`config.mk`:
```
export PLATFORM = sky130hd
export DESIGN_NAME = fege_ctrl
export DESIGN_NICKNAME = d
export VERILOG_FILES = /design/src/rtl/core/fege_pkg.sv /design/src/rtl/core/fege_ctrl.sv
export SDC_FILE = /design/constraint.sdc
export NUM_CORES = 1
export LEC_CHECK = 0
export ABC_AREA = 1
export BUFFER_PORTS_ARGS = -buffer_cell sky130_fd_sc_hd__buf_4
export CAP_MARGIN = 20
export CORE_AREA = 2 2 39 41
export DETAILED_ROUTE_END_ITERATION = 8
export DIE_AREA = 0 0 41 43
export PLACE_DENSITY = 0.5
export SKIP_CTS_REPAIR_TIMING = 1
export SLEW_MARGIN = 20
export SYNTH_ARGS = -nofsm -noshare
export SYNTH_HDL_FRONTEND = slang
export SYNTH_SLANG_ARGS = --single-unit
```
`constraint.sdc`:
```
create_clock -name clk -period 1.07 [get_ports clk]
set_clock_uncertainty 0.15 [all_clocks]
set_input_delay 0.107 -clock clk [delete_from_list [all_inputs] [get_ports clk]]
set_output_delay 0.107 -clock clk [all_outputs]
set_load 0.1 [all_outputs]
```
`src/rtl/core/fege_pkg.sv`:
```
// ----------------------------------------------------------------------------
// Fire effect grid engine package
// Shared types and constants for the controller and the datapath.
// ----------------------------------------------------------------------------
package fege_pkg;

    typedef enum logic [1:0] {
        KIND_WRITE  = 2'd0,
        KIND_JITTER = 2'd1,
        KIND_BLUR   = 2'd2,
        KIND_SHADE  = 2'd3
    } fege_kind_t;

    typedef enum logic [1:0] {
        RSEL_CELL  = 2'd0,
        RSEL_BELOW = 2'd1,
        RSEL_LEFT  = 2'd2,
        RSEL_RIGHT = 2'd3
    } fege_rsel_t;

    typedef enum logic [2:0] {
        ST_CLEAR  = 3'd0,
        ST_IDLE   = 3'd1,
        ST_CELL   = 3'd2,
        ST_BELOW  = 3'd3,
        ST_LEFT   = 3'd4,
        ST_RIGHT  = 3'd5,
        ST_SUM    = 3'd6,
        ST_FINISH = 3'd7
    } fege_state_t;

    typedef struct packed {
        logic       capture;
        logic       clr_wr;
        logic       rd_en;
        fege_rsel_t rd_sel;
        logic       cell_ld;
        logic       acc_add;
        logic       finish;
    } fege_cmd_t;

    typedef struct packed {
        logic clr_last;
        logic blur_go;
        logic has_left;
        logic has_right;
    } fege_stat_t;

    localparam logic       CFG_COOL_OFFSET   = 1'b0;
    localparam logic       CFG_JITTER_CENTRE = 1'b1;
    localparam logic [7:0] COOL_RESET        = 8'd3;
    localparam logic [7:0] CENTRE_RESET      = 8'd40;
    localparam logic [7:0] PIXEL_MAX         = 8'hFF;
    localparam logic [15:0] BLUR_RECIP       = 16'd52429;
    localparam int         BLUR_SHIFT        = 18;
    localparam int         SHADE_SHIFT       = 5;

endpackage

```
`src/rtl/core/fege_ctrl.sv`:
```
// ----------------------------------------------------------------------------
// Fire effect grid engine controller
// Sequences the clearing pass and the memory reads of each cell operation.
// ----------------------------------------------------------------------------
module fege_ctrl (
    input  logic                clk,
    input  logic                rst_n,
    input  logic                start,
    input  fege_pkg::fege_stat_t stat,
    output fege_pkg::fege_cmd_t  cmd,
    output logic                busy
);
    import fege_pkg::*;

    fege_state_t state_reg;
    fege_state_t state_next;

    always_ff @(posedge clk or negedge rst_n)
    begin
        if (!rst_n)
        begin
            state_reg <= ST_CLEAR;
        end
        else
        begin
            state_reg <= state_next;
        end
    end

    always_comb
    begin
        state_next  = state_reg;
        cmd         = '0;
        cmd.rd_sel  = RSEL_CELL;
        busy        = 1'b1;
        unique case (state_reg)
            ST_CLEAR:
            begin
                cmd.clr_wr = 1'b1;
                if (stat.clr_last)
                begin
                    state_next = ST_IDLE;
                end
            end
            ST_IDLE:
            begin
                busy        = 1'b0;
                cmd.capture = start;
                if (start)
                begin
                    state_next = ST_CELL;
                end
            end
            ST_CELL:
            begin
                cmd.rd_en  = 1'b1;
                state_next = stat.blur_go ? ST_BELOW : ST_FINISH;
            end
            ST_BELOW:
            begin
                cmd.cell_ld = 1'b1;
                cmd.rd_en   = 1'b1;
                cmd.rd_sel  = RSEL_BELOW;
                state_next  = ST_LEFT;
            end
            ST_LEFT:
            begin
                cmd.acc_add = 1'b1;
                cmd.rd_en   = stat.has_left;
                cmd.rd_sel  = RSEL_LEFT;
                state_next  = ST_RIGHT;
            end
            ST_RIGHT:
            begin
                cmd.acc_add = stat.has_left;
                cmd.rd_en   = stat.has_right;
                cmd.rd_sel  = RSEL_RIGHT;
                state_next  = ST_SUM;
            end
            ST_SUM:
            begin
                cmd.acc_add = stat.has_right;
                state_next  = ST_FINISH;
            end
            ST_FINISH:
            begin
                cmd.finish = 1'b1;
                state_next = ST_IDLE;
            end
            default:
            begin
                state_next = ST_IDLE;
            end
        endcase
    end

endmodule

```
After elaboration in Yosys (flattened, before gate mapping). Cells that the tools add are included.

Flip-flop bits (word level): 3. Logic and storage cells: 25.

Reductions and logical operators: 3. Muxes and demuxes: 12. Equality and inequality tests: 9.

Operator list (count): one-hot mux 3 bit (8 select lines) (1); == test 3 bit, second input constant (4); two-way mux 3 bit (3); == test 3 x 2 -> 1 bit, second input constant (2); one-hot mux 1 bit (3 select lines) (2); one-hot mux 2 bit (3 select lines) (1); two-way mux 1 bit (5); inequality test 2 bit, second input constant (2); == test 3 x 1 -> 1 bit, second input constant (1); zero test 3 bit (1); AND reduction 2 bit (1); OR reduction 2 bit (1).

Longest topological paths before layout. Gate-level depths: netlist (run 1).

Depth after elaboration: 3. Gate-level depth with buffers: 6.

Worst setup path after synthesis (run 1). No wires, ideal clock.

Kind: register to output. Start: register state_reg[1]. End: output cmd[7] in the netlist's numbering. Cell stages (with the launch flop): 5. Data arrival time: 2.660 ns. Setup slack: -1.847 ns. Cell sequence: dfrtp_1 -> buf_6 -> nor2_2 -> nand2_1 -> nor2_1.

RTL lines: start, declared (RTL line fege_ctrl.sv:15) `fege_state_t state_reg;`; start signal, assigned (RTL line fege_ctrl.sv:26) `state_reg <= state_next;`; end, declared (RTL line fege_ctrl.sv:10) `output fege_pkg::fege_cmd_t cmd,`.

==> results.toml, run 1 <==
[synth]
postSynthAreaPerCell_um2 = 5.85
netlist_area_um2 = 251
syn-num-nets = 50
synth_seq_area_share_pct = 29.9
yosysWarnings = 0
ys_ff_latch = 3
synth_cell_types = 11
synth_cells = 43

[outcome]
failed_checks = "negative hold slack, negative setup slack"
status = "finished, violations left"

[cells_and_area]
diodes = 0
mostFrequentLayoutCells = "buf_4, nand2_1, buf_12"
largest_register_ffs = 3
drive_gt1_share_pct = 68.1
multi_input_area_um2 = 221
final_common_cell = "buf_4"
finalInstanceArea_um2 = 663
final_nets = 80
n_fill_cell = 145
regArea_um2 = 78.8
fin_cells = 88
area_growth_pct = 164

[worst_setup_path]
crit_required_ps = 810
crit_path_start_kind = "flop"
rrSetupSlack_ps = -120
crit_fanout = 8
worstSetupEndpointType = "output port"
crit_path_cell_trace = "inv_2 -> nand2_1 -> nor2_2 -> nand3b_1 -> buf_12"
crit_arrival_ps = 1340
max_stage_delay_ps = 460
crit_type = "flop to output port"
crit_slowest_cell = "dfrtp_2"

[route]
drc_errors = 0
via_per_inst = 4.18
dr.pass1.iters = 1
routedWlPerCell_um = 9.41
drtIter0Drc = 0
vias = 368
drtAntennaViolNets = 0
wl_um = 828

[global_route]
gr-total-overflow = 0
antenna_found_initial = 0
grt_use_total_pct = 10.1
grt_pass1_wl_um = 1160
grt_pass1_vias = 329
grt_max_degree = 10

[sta]
rsz0062_at_grt = "yes"
fmax_mhz = 628
period_share_pct = 149
post-route-worst-setup-slack_ps = -523
slew_viol_final = 0
worst_slew_pin_slew_ps = 277
min_period_ps = 1590
relSlewSlack_pct = 81.7
whs_ps = -7.26
finalSetupViolations = 12
hold_violations = 1

[clock_network]
cts_buffer_depth = 2
clock-sinks = 3
clkTransAtPathRegs_ps = 40
cts_buffers = 3
cts-root-buf = "clkbuf_4"
cts_tree = "built"
cts_htree_levels = 1
clock_latency_ps = 240

[placed_design]
hpwl_um = 613
place_area_um2 = 504
gp_congestion = 0.674
numPortBuffers = 15
placedCellCount = 82

[floorplan]
die_w_um = 41
ios = 16
coreArea_mm2 = 0.00138
die_area_mm2 = 0.00176
rows = 14
die_h_um = 43
initial_core_util_pct = 18.2

[min_path]
min_path_type = "input port to flop"

[run]
drv_cap = 0
-- worst max-delay path: cells and delay by family, from the launching register on --
kind                   cells  cell delay [ps]
and+or+nand+nor            3              370
DFF                        1              460
buffers and inverters      2              270
-- cell type report --
| class | count | area share, % |
|---|---|---|
| Tap cell | 16 | 3.02 |
| Inverter | 6 | 4.72 |
| Multi-Input combinational cell | 33 | 33.4 |
| Clock buffer | 4 | 3.96 |
| Timing Repair Buffer | 25 | 42.3 |
| Sequential cell | 3 | 11.9 |
| Timing Repair inverter | 1 | 0.755 |
-- per-layer routing --
layer	vias up	GRT usage, %	wire length [µm]
met5	-	0	0
met4	0	12.0	24
met3	3	1.57	51
met2	15	15.3	471
met1	164	9.97	281
li1	186	-	-
-- cell usage after synthesis --
cell type   n  area [µm²]
inv_1       3        11.3
nor2_1     10        37.5
nand3_1     3        15.0
nand3b_1    2        15.0
inv_2       3        11.3
a21oi_1     2        10.0
buf_6       1        11.3
nand2_1    14        52.6
dfrtp_1     3        75.1
or2_1       1        6.26
nor2_2      1        6.26
-- logic make-up (layout without fill, tap and decap cells) --
kind of cell	Yosys count	after routing	synth area share [%]
buffers and inverters	7	36	13.4
DFF	3	3	29.8
and+or+nand+nor	31	31	52.7
AOI/OAI and AO/OA	2	2	3.98
-- stage by stage --
step                      hold slack, ps  utilization [%]  TNS (ps)  setup WS, ps
after global placement              -253             36.4     -2830          -373
after floorplan                     -339                -     -3740          -645
after detailed placement            -253             36.4     -2980          -393
final                              -7.26             47.9     -4280          -523
after global routing                24.5             47.9     -4960          -601
after CTS                           -508             38.3     -5380          -656
-- path summary, 6_finish.rpt --
path	endpoint	cells after the start	startpoint
setup / recovery	cmd[1]	5	state_reg[1]
hold / removal	state_reg[0]	3	stat[3]
setup reg to reg	state_reg[0]	4	state_reg[1]
hold reg to reg	state_reg[1]	3	state_reg[0]
max in group asynchronous	state_reg[2]	2	rst_n
min in group asynchronous	state_reg[1]	2	rst_n
Power of run 1 is not shown: default switching activity piles up to over one toggle a cycle in this logic, so the estimate is an artifact.
==> inputs of run 2 (changes only) <==
Settings changed: PLACE_DENSITY 0.5 to 0.49.
Clock period 1.07 ns to 1.72 ns, I/O delays scaled along.
==> results.toml, run 2 (same netlist as run 1, synthesis figures left out) <==
[worst_setup_path]
reg2reg_from = "state_reg[1]"
rrSetupSlack_ps = 600
crit_slowest_cell = "dfrtp_2"
r2r_end = "state_reg[0]"
crit_path_start_kind = "flop"
crit_arrival_ps = 1330
max_stage_delay_ps = 450
r2r_cells = 4
crit_type = "flop to output port"
worstSetupEndpointType = "output port"
crit_path_cell_trace = "nand2_1 -> nor2_4 -> or2_4 -> buf_6"
crit_fanout = 8
crit_required_ps = 1400

[sta]
relSlewSlack_pct = 81.6
hold_violations = 0
worst_slew_pin_slew_ps = 279
finalSetupViolations = 0
slew_viol_final = 0
fmax_mhz = 607
post-route-worst-setup-slack_ps = 71.9
min_period_ps = 1650
period_share_pct = 95.8
tns_ps = 0

[clock_network]
cts_tree = "built"
cts-root-buf = "clkbuf_4"
clock-sinks = 3
cts_buffer_depth = 2
clock_latency_ps = 230
clkTransAtPathRegs_ps = 40
cts_htree_levels = 1
cts_buffers = 3

[min_path]
whs_path_depth = 4
min_to = "state_reg[2]"
min_path_type = "input port to flop"
hp-start = "stat[2]"

[floorplan]
rows = 14
initial_core_util_pct = 18.2
die_area_mm2 = 0.00176
coreArea_mm2 = 0.00138
die_h_um = 43
ios = 16
die_w_um = 41

[outcome]
status = "complete, no violations"

[placed_design]
numPortBuffers = 15
post-place-ws_ps = 192
hpwl_um = 522
gp_congestion = 0.661
placedCellCount = 73

[global_route]
grt_pass1_wl_um = 1050
grt_use_total_pct = 9.15
gr-total-overflow = 0
antenna_found_initial = 0
grt_pass1_vias = 285
grt_max_degree = 11

[route]
drtIter0Drc = 7
drc_errors = 0
routedWlPerCell_um = 8.68
wl_um = 677
drtAntennaViolNets = 0
vias = 326
via_per_inst = 4.18
dr.pass1.iters = 3

[cells_and_area]
n_fill_cell = 162
fin_cells = 78
final_common_cell = "nand2_1"
largest_register_ffs = 3
area_growth_pct = 88.6
mostFrequentLayoutCells = "nand2_1, buf_4, nor2_1"
drive_gt1_share_pct = 50.0
diodes = 0
final_nets = 70

[run]
drv_cap = 0
## run 2: changes by cell type in the layout (fill, tap and decap cells not counted), sizes merged
cell and delta:
buf -9, clkinv -2, inv +2, clkinvlp -1
## run 2: critical path: cells and delay by family, from the launching register on
family	cells	cell delay (ps)
DFF	1	450
buffers and inverters	1	180
and+or+nand+nor	3	450
## run 2: metrics by stage
stage	util, %	instance area, µm²	hold WS (ps)
after floorplan	-	282	-274
after global placement	29.1	403	-188
after detailed placement	29.1	403	-188
after CTS	31.0	429	-438
after global routing	34.3	474	96.9
final	34.3	474	62.6
## run 2: cell type report
cell class	count	area, µm²	area share, %
tap	16	20.0	4.22
sequential	3	76.3	16.1
inverter	6	25.0	5.28
multi-input combinational	33	175	36.9
timing repair buffer	16	151	31.9
clock buffer	4	26.3	5.54
## run 2: routing by layer
layer	vias up	track usage (%)	share of wire, %
met5	-	0	0
met4	0	12.0	0
met3	0	0.524	4.6
met2	7	13.1	60
met1	151	9.71	35
li1	168	-	-
## run 2: how the worst max path moves through the flow
stage | startpoint | end | slack (ps)
after global routing | state_reg[0] | cmd[1] | -10
after floorplan | state_reg[1] | cmd[7] | -180
final | state_reg[1] | cmd[3] | 70
after detailed placement | state_reg[1] | cmd[5] | 190
after global placement | state_reg[2] | cmd[1] | 180
after CTS | state_reg[1] | cmd[5] | -60
Power of run 2 is left out for the same reason.
==> inputs of run 3 (changes only) <==
Settings changed: CTS_BUF_LIST from default to sky130_fd_sc_hd__clkbuf_16.
==> results.toml, run 3 (same netlist as run 1, synthesis figures left out) <==
[worst_setup_path]
crit_path_start_kind = "flop"
crit_arrival_ps = 1330
max_stage_delay_ps = 420
worstSetupEndpointType = "output port"
crit_type = "flop to output port"
cpLargestDelayFamily = "flip-flops"
crit_buf_inv = 2
crit_fanout = 10
crit_slowest_cell = "dfrtp_1"
crit_path_cell_trace = "inv_2 -> nor2_2 -> or2_4 -> buf_6"
crit_required_ps = 1400

[floorplan]
ios = 16
die_h_um = 43
die_w_um = 41
die_area_mm2 = 0.00176
rows = 14
coreArea_mm2 = 0.00138
initial_core_util_pct = 18.2

[route]
drtIter0Drc = 8
routedWlPerCell_um = 8.82
wl_um = 688
drtAntennaViolNets = 0
vias = 331
drc_errors = 0
via_per_inst = 4.24
dr.pass1.iters = 4

[cells_and_area]
mostFrequentLayoutCells = "nand2_1, buf_4, nor2_1"
drive_gt1_share_pct = 50.0
diodes = 0
largest_register_ffs = 3
n_fill_cell = 150
regArea_um2 = 76.3
final_common_cell = "nand2_1"
area_growth_pct = 106
final_nets = 70
multi_input_area_um2 = 175

[clock_network]
cts_htree_levels = 1
cts_tree = "built"
clock-sinks = 3
cts-root-buf = "clkbuf_16"
cts_buffers = 3
clock_latency_ps = 230
cts_buffer_depth = 2
clkTransAtPathRegs_ps = 30

[min_path]
min_path_type = "input port to flop"

[sta]
relSlewSlack_pct = 81.6
slew_viol_final = 0
min_period_ps = 1650
rsz0062_at_grt = "no"
whs_ps = 73.1
fmax_mhz = 606
tns_ps = 0
finalSetupViolations = 0
period_share_pct = 96.0
hold_violations = 0
worst_slew_pin_slew_ps = 279

[placed_design]
gp_congestion = 0.661
hpwl_um = 522
numPortBuffers = 15

[global_route]
grt_pass1_vias = 287
grt_pass1_wl_um = 1080
grt_max_degree = 11
gr-total-overflow = 0
grt_use_total_pct = 9.86
antenna_found_initial = 0

[outcome]
status = "complete, no violations"

[run]
drv_cap = 0
## run 3: cell type report
cell class	instances	share of cell area, %
inverter	6	4.34
sequential	3	14.7
multi-input combinational	33	33.7
timing repair buffer	16	28.2
clock buffer	3	14.5
tap	16	3.86
clock inverter	1	0.723
## run 3: metal layers
metal	track usage, %	part of all wire [%]
met4	14.0	5.4
met2	13.1	52
met1	10.0	36
met3	2.09	6.7
met5	0	0
## run 3: worst reg2reg max path: cells and delay by family, from the launching register on
| kind | cells | cell delay, ps |
|---|---|---|
| flip-flops | 1 | 420 |
| AO/OA/AOI/OAI | 1 | 50 |
| AND/OR/NAND/NOR | 2 | 190 |
| buffers and inverters | 1 | 190 |
## run 3: per-stage QoR
step | cell area [µm²] | setup slack [ps] | utilization, % | std cells
finish | 519 | 68.6 | 37.5 | 78
global route | 519 | 4.20 | 37.5 | 78
CTS | 482 | -50.0 | 34.8 | 77
detailed placement | 403 | 192 | 29.1 | 73
global placement | 403 | 176 | 29.1 | 73
floorplan | 282 | -183 | - | 43
## run 3: final timing paths
check	from	to	slack, ps	depth (start not counted)
worst max-delay path	state_reg[2]	cmd[3]	70	4
worst min-delay path	stat[2]	state_reg[2]	70	4
worst max register to register	state_reg[2]	state_reg[0]	600	4
worst min register to register	state_reg[1]	state_reg[2]	500	2
max in group asynchronous	rst_n	state_reg[1]	1200	2
min in group asynchronous	rst_n	state_reg[1]	120	2
Power of run 3 is left out for the same reason.
